[src/rtl/cta_pkg.sv]
`timescale 1ns / 1ps
`default_nettype none
// ----------------------------------------------------------------------------
// cta_pkg: shared types and constants for the time zone adjust pipeline
// Stage payload structs, calendar constants and the month length lookup.
// ----------------------------------------------------------------------------
package cta_pkg;

   localparam logic [6:0]  HoursPerDay = 7'd24;
   localparam logic [3:0]  MonthJan    = 4'd1;
   localparam logic [3:0]  MonthFeb    = 4'd2;
   localparam logic [3:0]  MonthApr    = 4'd4;
   localparam logic [3:0]  MonthJun    = 4'd6;
   localparam logic [3:0]  MonthSep    = 4'd9;
   localparam logic [3:0]  MonthNov    = 4'd11;
   localparam logic [3:0]  MonthDec    = 4'd12;
   localparam logic [4:0]  DaysLeapFeb = 5'd29;
   localparam logic [4:0]  DaysFeb     = 5'd28;
   localparam logic [4:0]  DaysShort   = 5'd30;
   localparam logic [4:0]  DaysLong    = 5'd31;

   // multiplicative inverse of 25 modulo 2^12; x*Inv25 mod 2^12 <= Mult25Max
   // exactly when x is a multiple of 25
   localparam logic [11:0] Inv25       = 12'd3113;
   localparam logic [11:0] Mult25Max   = 12'd163;

   typedef struct packed {
      logic [4:0]  hour;
      logic [5:0]  minute;
      logic [5:0]  second;
      logic [4:0]  day;
      logic [3:0]  month;
      logic [13:0] year;
      logic        time_ok;
      logic        date_ok;
      logic [6:0]  hour_sum;
      logic [11:0] prod4;
      logic [11:0] prod16;
   } cta_s1_type;

   typedef struct packed {
      logic [4:0]  hour;
      logic [4:0]  hour_adj;
      logic [5:0]  minute;
      logic [5:0]  second;
      logic [4:0]  day;
      logic [6:0]  day_adj;
      logic [3:0]  month;
      logic [13:0] year;
      logic        leap;
      logic [4:0]  len_cur;
      logic        time_ok;
      logic        date_ok;
   } cta_s2_type;

   typedef struct packed {
      logic [4:0]  hour;
      logic [5:0]  minute;
      logic [5:0]  second;
      logic [4:0]  day;
      logic [3:0]  month;
      logic [13:0] year;
      logic        time_ok;
      logic        date_ok;
   } cta_out_type;

   function automatic logic [4:0] month_len(input logic [3:0] m, input logic leap);
      logic [4:0] len;
      if (m == MonthFeb) begin
         len = leap ? DaysLeapFeb : DaysFeb;
      end else if (m inside {MonthApr, MonthJun, MonthSep, MonthNov}) begin
         len = DaysShort;
      end else begin
         len = DaysLong;
      end
      return len;
   endfunction

endpackage
`default_nettype wire

[src/rtl/cta_month_roll.sv]
`timescale 1ns / 1ps
`default_nettype none
// ----------------------------------------------------------------------------
// cta_month_roll: day borrow and carry into month and year
// Resolves a shifted day against month length, selects raw or adjusted fields.
// ----------------------------------------------------------------------------
module cta_month_roll
   import cta_pkg::*;
(
   input  cta_s2_type  s2,
   output cta_out_type result
);

   logic        both_ok;
   logic        borrow;
   logic        carry;
   logic        month_lo;
   logic        month_hi;
   logic [3:0]  prev_month;
   logic [3:0]  next_month;
   logic [13:0] prev_year;
   logic [13:0] next_year;
   logic [4:0]  prev_len;
   logic [4:0]  day_carry;

   assign both_ok    = s2.time_ok & s2.date_ok;
   assign borrow     = s2.day_adj[6] | (s2.day_adj == 7'd0);
   assign carry      = !borrow && (s2.day_adj > {2'b00, s2.len_cur});

   assign month_lo   = (s2.month == 4'd0) || (s2.month == MonthJan);
   assign month_hi   = (s2.month >= MonthDec);
   assign prev_month = month_lo ? MonthDec : s2.month - 4'd1;
   assign prev_year  = month_lo ? s2.year - 14'd1 : s2.year;
   assign next_month = month_hi ? MonthJan : s2.month + 4'd1;
   assign next_year  = month_hi ? s2.year + 14'd1 : s2.year;
   assign prev_len   = month_len(prev_month, s2.leap);
   assign day_carry  = s2.day_adj[4:0] - s2.len_cur;

   always_comb begin
      result.minute  = s2.minute;
      result.second  = s2.second;
      result.time_ok = s2.time_ok;
      result.date_ok = s2.date_ok;
      result.hour    = s2.hour;
      result.day     = s2.day;
      result.month   = s2.month;
      result.year    = s2.year;
      if (both_ok) begin
         result.hour = s2.hour_adj;
         if (borrow) begin
            result.day   = prev_len;
            result.month = prev_month;
            result.year  = prev_year;
         end else if (carry) begin
            result.day   = day_carry;
            result.month = next_month;
            result.year  = next_year;
         end else begin
            result.day = s2.day_adj[4:0];
         end
      end
   end

endmodule
`default_nettype wire

[src/rtl/calendar_timezone_adjust.sv]
`timescale 1ns / 1ps
`default_nettype none
// ----------------------------------------------------------------------------
// calendar_timezone_adjust: UTC to local time and date
// Adds a signed hour offset and rolls day, month and year on the Gregorian
// calendar. Fields pass through raw unless both valid flags are set.
//
//   channel  direction  handshake               payload
//   req      in         req_valid / req_stall   utc time, date, flags
//   rsp      out        rsp_valid / rsp_stall   local time, date, flags
//   csr      in         csr_wr_en               signed hour offset
//
// Three register stages: hour sum and leap products, hour wrap and month
// length, then day roll into the output register. One beat is taken every
// cycle while req_stall is low. Each stage fills when empty, so a stall
// on rsp backs up into req only once all three stages hold a beat. Reset
// clears the stage valid bits and the offset register.
// ----------------------------------------------------------------------------
module calendar_timezone_adjust
   import cta_pkg::*;
(
   input  wire logic        clock,
   input  wire logic        reset,
   input  wire logic        csr_wr_en,
   input  wire logic [4:0]  csr_wr_data,
   input  wire logic        req_valid,
   output logic             req_stall,
   input  wire logic [4:0]  req_utc_hour,
   input  wire logic [5:0]  req_utc_minute,
   input  wire logic [5:0]  req_utc_second,
   input  wire logic [4:0]  req_utc_day,
   input  wire logic [3:0]  req_utc_month,
   input  wire logic [13:0] req_utc_year,
   input  wire logic        req_time_ok,
   input  wire logic        req_date_ok,
   output logic             rsp_valid,
   input  wire logic        rsp_stall,
   output logic [4:0]       rsp_local_hour,
   output logic [5:0]       rsp_local_minute,
   output logic [5:0]       rsp_local_second,
   output logic [4:0]       rsp_local_day,
   output logic [3:0]       rsp_local_month,
   output logic [13:0]      rsp_local_year,
   output logic             rsp_time_shown,
   output logic             rsp_date_shown
);

   logic [4:0]  tz_ff;
   logic        v1_ff, v2_ff, v3_ff;
   logic        rdy1, rdy2, rdy3;
   cta_s1_type  s1_in, s1_ff;
   cta_s2_type  s2_in, s2_ff;
   cta_out_type s3_in, s3_ff;
   logic        hour_neg, hour_over;
   logic [6:0]  sum_plus, sum_minus;

   assign rdy3      = !v3_ff || !rsp_stall;
   assign rdy2      = !v2_ff || rdy3;
   assign rdy1      = !v1_ff || rdy2;
   assign req_stall = !rdy1;

   always_ff @(posedge clock) begin
      if (reset) begin
         tz_ff <= 5'd0;
         v1_ff <= 1'b0;
         v2_ff <= 1'b0;
         v3_ff <= 1'b0;
      end else begin
         if (csr_wr_en) begin
            tz_ff <= csr_wr_data;
         end
         if (rdy1) begin
            v1_ff <= req_valid;
         end
         if (rdy2) begin
            v2_ff <= v1_ff;
         end
         if (rdy3) begin
            v3_ff <= v2_ff;
         end
      end
   end

   // stage 1: raw capture, hour sum, scaled year for the century tests
   always_comb begin
      s1_in.hour     = req_utc_hour;
      s1_in.minute   = req_utc_minute;
      s1_in.second   = req_utc_second;
      s1_in.day      = req_utc_day;
      s1_in.month    = req_utc_month;
      s1_in.year     = req_utc_year;
      s1_in.time_ok  = req_time_ok;
      s1_in.date_ok  = req_date_ok;
      s1_in.hour_sum = {2'b00, req_utc_hour} + {{2{tz_ff[4]}}, tz_ff};
      s1_in.prod4    = req_utc_year[13:2] * Inv25;
      s1_in.prod16   = {2'b00, req_utc_year[13:4]} * Inv25;
   end

   // stage 2: hour wrap, day shift, leap year, length of the current month
   assign hour_neg  = s1_ff.hour_sum[6];
   assign hour_over = !hour_neg && (s1_ff.hour_sum >= HoursPerDay);
   assign sum_plus  = s1_ff.hour_sum + HoursPerDay;
   assign sum_minus = s1_ff.hour_sum - HoursPerDay;

   always_comb begin
      s2_in.hour    = s1_ff.hour;
      s2_in.minute  = s1_ff.minute;
      s2_in.second  = s1_ff.second;
      s2_in.day     = s1_ff.day;
      s2_in.month   = s1_ff.month;
      s2_in.year    = s1_ff.year;
      s2_in.time_ok = s1_ff.time_ok;
      s2_in.date_ok = s1_ff.date_ok;
      s2_in.leap    = (s1_ff.year[1:0] == 2'b00)
                      && ((s1_ff.prod4 > Mult25Max)
                          || ((s1_ff.year[3:0] == 4'd0) && (s1_ff.prod16 <= Mult25Max)));
      s2_in.len_cur = month_len(s1_ff.month, s2_in.leap);
      if (hour_neg) begin
         s2_in.hour_adj = sum_plus[4:0];
         s2_in.day_adj  = {2'b00, s1_ff.day} - 7'd1;
      end else if (hour_over) begin
         s2_in.hour_adj = sum_minus[4:0];
         s2_in.day_adj  = {2'b00, s1_ff.day} + 7'd1;
      end else begin
         s2_in.hour_adj = s1_ff.hour_sum[4:0];
         s2_in.day_adj  = {2'b00, s1_ff.day};
      end
   end

   // stage 3: day roll into month and year
   cta_month_roll u_month_roll (
      .s2     (s2_ff),
      .result (s3_in)
   );

   always_ff @(posedge clock) begin
      if (rdy1) begin
         s1_ff <= s1_in;
      end
      if (rdy2) begin
         s2_ff <= s2_in;
      end
      if (rdy3) begin
         s3_ff <= s3_in;
      end
   end

   assign rsp_valid        = v3_ff;
   assign rsp_local_hour   = s3_ff.hour;
   assign rsp_local_minute = s3_ff.minute;
   assign rsp_local_second = s3_ff.second;
   assign rsp_local_day    = s3_ff.day;
   assign rsp_local_month  = s3_ff.month;
   assign rsp_local_year   = s3_ff.year;
   assign rsp_time_shown   = s3_ff.time_ok;
   assign rsp_date_shown   = s3_ff.date_ok;

endmodule
`default_nettype wire

[config.mk]
export PLATFORM = sky130hd
export DESIGN_NAME = calendar_timezone_adjust
export DESIGN_NICKNAME = d
export VERILOG_FILES = /design/src/rtl/cta_pkg.sv /design/src/rtl/cta_month_roll.sv /design/src/rtl/calendar_timezone_adjust.sv
export SDC_FILE = /design/constraint.sdc
export NUM_CORES = 1
export LEC_CHECK = 0
export BUFFER_PORTS_ARGS = -buffer_cell sky130_fd_sc_hd__buf_4
export CELL_PAD_IN_SITES_DETAIL_PLACEMENT = 1
export CELL_PAD_IN_SITES_GLOBAL_PLACEMENT = 2
export CORE_MARGIN = 4
export CORE_UTILIZATION = 37
export DETAILED_ROUTE_END_ITERATION = 10
export PLACE_DENSITY = 0.86
export SLEW_MARGIN = 10
export SYNTH_ARGS = -nofsm -noshare
export SYNTH_HDL_FRONTEND = slang
export SYNTH_SLANG_ARGS = --single-unit
[constraint.sdc]
create_clock -name clock -period 3.16 [get_ports clock]
set_input_delay 0.316 -clock clock [delete_from_list [all_inputs] [get_ports clock]]
set_output_delay 0.316 -clock clock [all_outputs]
set_load 0.05 [all_outputs]
==> summary.txt <==
Routing
  • Metal3 WL: 870 um
  • Via-to-Cell Ratio: 5.15
  • Max layer used: met5
  • Remaining DRCs: 0
  • Routed len/inst: 18.0 um
  • M1 wire length: 7.71 mm
  • Antenna Nets Post-Route: 0
  • DRT Wirelength: 18.4 mm
  • Detailed Route Iter0 Violations: between 200 and 250
  • Vias: between 5000 and 6000
  • Metal2 WL: about 9.4 mm
  • Drt pass-1 iters: 4

Synthesis
  • Library cells used by synthesis: 63
  • Synthesized area per cell: 13.8 um^2
  • Ys flop type: edfxtp_1
  • Post-synthesis simple-gate area fraction: 8.52%
  • Share of flip-flops with an asynchronous set or reset: 0%
  • Multiplexer share of the synthesized area: 0.953%
  • Post-synthesis compound-gate area fraction: 8.49%
  • FF+latch count, synth: roughly 170
  • Largest family of logic cells by synthesized area: adder cells
  • Xor/xnor share of the synthesized area: 5.00%
  • Syn Nets: 742
  • Post-Syn Area: about 8400 um^2
  • Sequential area share after synthesis: 61.2%
  • EDFF count, synth: 166
  • Yosys warning total: 0
  • Synth Instances: slightly above 600
  • Adder-cell share of the synthesized area: 13.1%

STA
  • Max transition margin: between 30% and 40%
  • Final Setup Violations: 0
  • Period utilization: 95.9%
  • Tightest Pin Transition: around 1 ns
  • Setup_tns: 0 ns
  • Tmin final: roughly 3 ns
  • Max-slew violations: 0
  • Final hold vios: 0
  • Max Clk Rate: 330 MHz
  • Fin Clk Skew: 0.0133 ns
  • RSZ-0062 raised after global routing: no
  • Worst setup margin: 0.130 ns

Clock network
  • Hold_buf cts: 0
  • Setup repair bufs after CTS: 0
  • CTS sink count: 174
  • Clk buf depth: 2
  • Root buf cell: clkbuf_16
  • Post_cts resized: 0
  • Num CTS Buffers: 17
  • H-tree depth: 4
  • TritonCTS clock tree: built
  • Latest clock arrival within the worst-skew pair: 0.43 ns
  • Clock-pin slew on the worst setup and hold paths: 0.07 ns

Worst setup path
  • Family with the most delay on the worst path: adder cells
  • Worst path bufs/invs: 3
  • FF-to-FF setup slack: 0.50 ns
  • Max incr delay on CP: 0.49 ns
  • Reg2reg start: s2_ff[22]$_DFFE_PP_
  • Critical-path cell list: buf_4 -> ha_1 -> inv_1 -> fa_1 -> inv_1 -> fa_1 -> ha_1 -> ha_4 -> a21oi_1 -> o21ai_0 -> a21o_1 -> a21oi_2 -> xnor2_1
  • CP startpoint kind: input pin
  • Worst reg-to-reg path cell count: 7
  • Critical path class: input pin to flip-flop
  • Critical path fanouts, max: 3
  • WP data required: 3.32 ns
  • Worst Setup SP: req_utc_year[9]
  • Critical-path top delay cell: fa_1
  • Crit path capture type: flip-flop
  • WP depth: 13
  • Critical R2R Capture: rsp_local_year[1]$_DFFE_PP_
  • CP arrival: 3.20 ns

Layout
  • Diode count: 0
  • Post-route core utilization: 45.8%
  • Layout area overhead: 20.5%
  • Fraction of final layout cells sized beyond drive strength 1: 21.4%
  • Non-Filler Instances: 1020
  • Final nets: 860

Floorplan
  • Cell row count: between 50 and 60
  • Height of the die: about 160 um
  • Die area: 25200 um^2
  • Starting density of the core: 38.0%
  • Core area: 22100 um^2
  • # IOs: 96
  • Die Width: between 150 and 200 um

Global route
  • Initial antenna violation count: 1
  • Total GRT Usage: 15.3%
  • First-pass GRT wire length: 31.0 mm
  • Pin count of the biggest net entering global routing: 52
  • Overflow left after global routing: 0
  • Number of global-route vias before repair: 5865

Placed design
  • IO buf count: 95
  • Gpl congestion: 0.844
  • Worst slack at placement: -0.321 ns
  • Post-Place Cells: 988
  • Dpl hpwl: 14.1 mm

Power
  • Switching power: 1.68 mW
  • Leakage power total: between 4 and 5 nW
  • Final Total Pwr: 6.09 mW
  • PwrDens: 601 nW/um^2
  • Combinational power share: a little under a fifth
  • Sequential power share: 48.5%
  • Pint: 4.41 mW
  • Worst VDD drop: 0.384 mV
  • Clock power frac: 32.9%
  • Sw Ratio: 27.6%

Outcome
  • Outcome: complete, no violations

Min path
  • WHS Endpoint: s1_ff[57]$_DFFE_PN_
  • HP Start: req_utc_second[1]
  • Min-Delay Path Depth: 1
  • Hold Crit Class: input pin to flip-flop

Run
  • Max-cap violations: 0
-- power by group through the flow --
| stage | clock (mW) | sequential [mW] | combinational [mW] |
|---|---|---|---|
| 2_1_floorplan | 0 | 3.12 | 0.623 |
| 3_3_place_gp | 0 | 2.99 | 1.07 |
| 3_5_place_dp | 0 | 3.01 | 1.13 |
| 4_1_cts | 2.07 | 2.96 | 1.14 |
| 5_1_grt | 2.19 | 2.99 | 1.27 |
| 6_report | 2.00 | 2.96 | 1.13 |
-- synth_stat cells, types with 5 or more instances --
master,number,area [um^2]
xnor2_1,31,272
clkbuf_1,9,33.8
and2_1,5,31.3
edfxtp_1,166,4980
and3_1,6,37.5
inv_1,44,165
nor2_1,38,143
a21o_1,7,52.6
xor2_1,17,149
a31oi_1,5,31.3
ha_1,69,863
fa_1,12,240
nand2_1,39,146
nor3_1,14,70.1
dfxtp_1,8,160
mux2i_1,8,80.1
nand3_1,7,35.0
o21ai_0,16,80.1
a21oi_1,22,110
a211oi_1,7,52.6
-- final cells by class --
type | count | area (um^2)
fillers | 2222 | 12000
clock buffers | 19 | 433
multi-input cells | 379 | 3050
repair buffers | 111 | 846
well taps | 280 | 350
clock inverters | 13 | 130
flip-flops and latches | 174 | 5140
inverters | 44 | 165
-- cells by family (layout without fill, tap and decap cells) --
group	after synthesis	after routing
DFF	174	174
and+or+nand+nor	141	141
AOI/OAI and AO/OA	101	101
adders and majority gates	81	81
buffers and inverters	56	187
xor gates and xnor gates	48	48
muxes	8	8
-- worst reg2reg max path: cells and delay by family (launching register included) --
family | cells | cell delay, ns
fa+ha+maj | 1 | 0.31
buf+inv | 1 | 0.18
flops | 1 | 0.53
simple gates | 5 | 1.37
-- per-layer routing --
metal | vias up | global-route usage [%]
met3 | 23 | 4.25
met4 | 2 | 4.85
met1 | 2610 | 18.6
met2 | 106 | 26.4
li1 | 2508 | -
met5 | - | 0
-- how the worst max path moves through the flow --
stage                          end  slack [ns]
5_1_grt        s1_ff[11]$_DFFE_PN_       0.009
4_1_cts        s1_ff[11]$_DFFE_PN_        0.08
3_3_place_gp   s1_ff[11]$_DFFE_PN_       -0.15
2_1_floorplan  s1_ff[11]$_DFFE_PN_        0.04
6_report       s1_ff[11]$_DFFE_PN_        0.13
3_5_place_dp   s1_ff[11]$_DFFE_PN_       -0.32
-- layout by cell type (no fill, tap or decap), types with 3 or more instances in the layout --
| master | netlist | final |
|---|---|---|
| nor2b_1 | 4 | 4 |
| o211ai_1 | 3 | 3 |
| o31a_1 | 4 | 4 |
| dfxtp_1 | 8 | 8 |
| edfxtp_1 | 166 | 166 |
| clkinvlp_4 | 0 | 3 |
| a21oi_1 | 22 | 21 |
| o21bai_1 | 4 | 4 |
| nand4b_1 | 3 | 3 |
| mux2i_1 | 8 | 8 |
| and2_1 | 5 | 5 |
| buf_4 | 0 | 110 |
| nor2_1 | 38 | 38 |
| a211oi_1 | 7 | 7 |
| nor3_1 | 14 | 14 |
| xnor2_1 | 31 | 31 |
| nor4_1 | 4 | 4 |
| nand2_1 | 39 | 37 |
| fa_1 | 12 | 12 |
| ha_1 | 69 | 68 |
| clkbuf_16 | 0 | 17 |
| and3_1 | 6 | 6 |
| nand4_1 | 4 | 4 |
| a31oi_1 | 5 | 5 |
| inv_6 | 0 | 6 |
| a21o_1 | 7 | 7 |
| a211o_1 | 3 | 3 |
| o21ai_0 | 16 | 16 |
| inv_1 | 44 | 43 |
| nand3_1 | 7 | 7 |
| xor2_1 | 17 | 17 |
| a41oi_1 | 4 | 4 |
-- sequential cells by signal (all words and copies together), names as in the netlist, 4 cells and up --
signal            flops
rsp_local_day         5
rsp_local_hour        5
rsp_local_year       14
rsp_local_month       4
rsp_local_minute      6
s2_ff                57
s1_ff                66
rsp_local_second      6
tz_ff                 5
-- through the flow --
stage                     area, um^2  hold slack [ns]
after global placement          9560            0.401
after global routing           10100           0.0267
after CTS                      10100           0.0352
final                          10100           0.0588
after detailed placement        9560            0.407
after floorplan                 8420            0.400
Note: power is estimated with default switching activity, not from simulation.
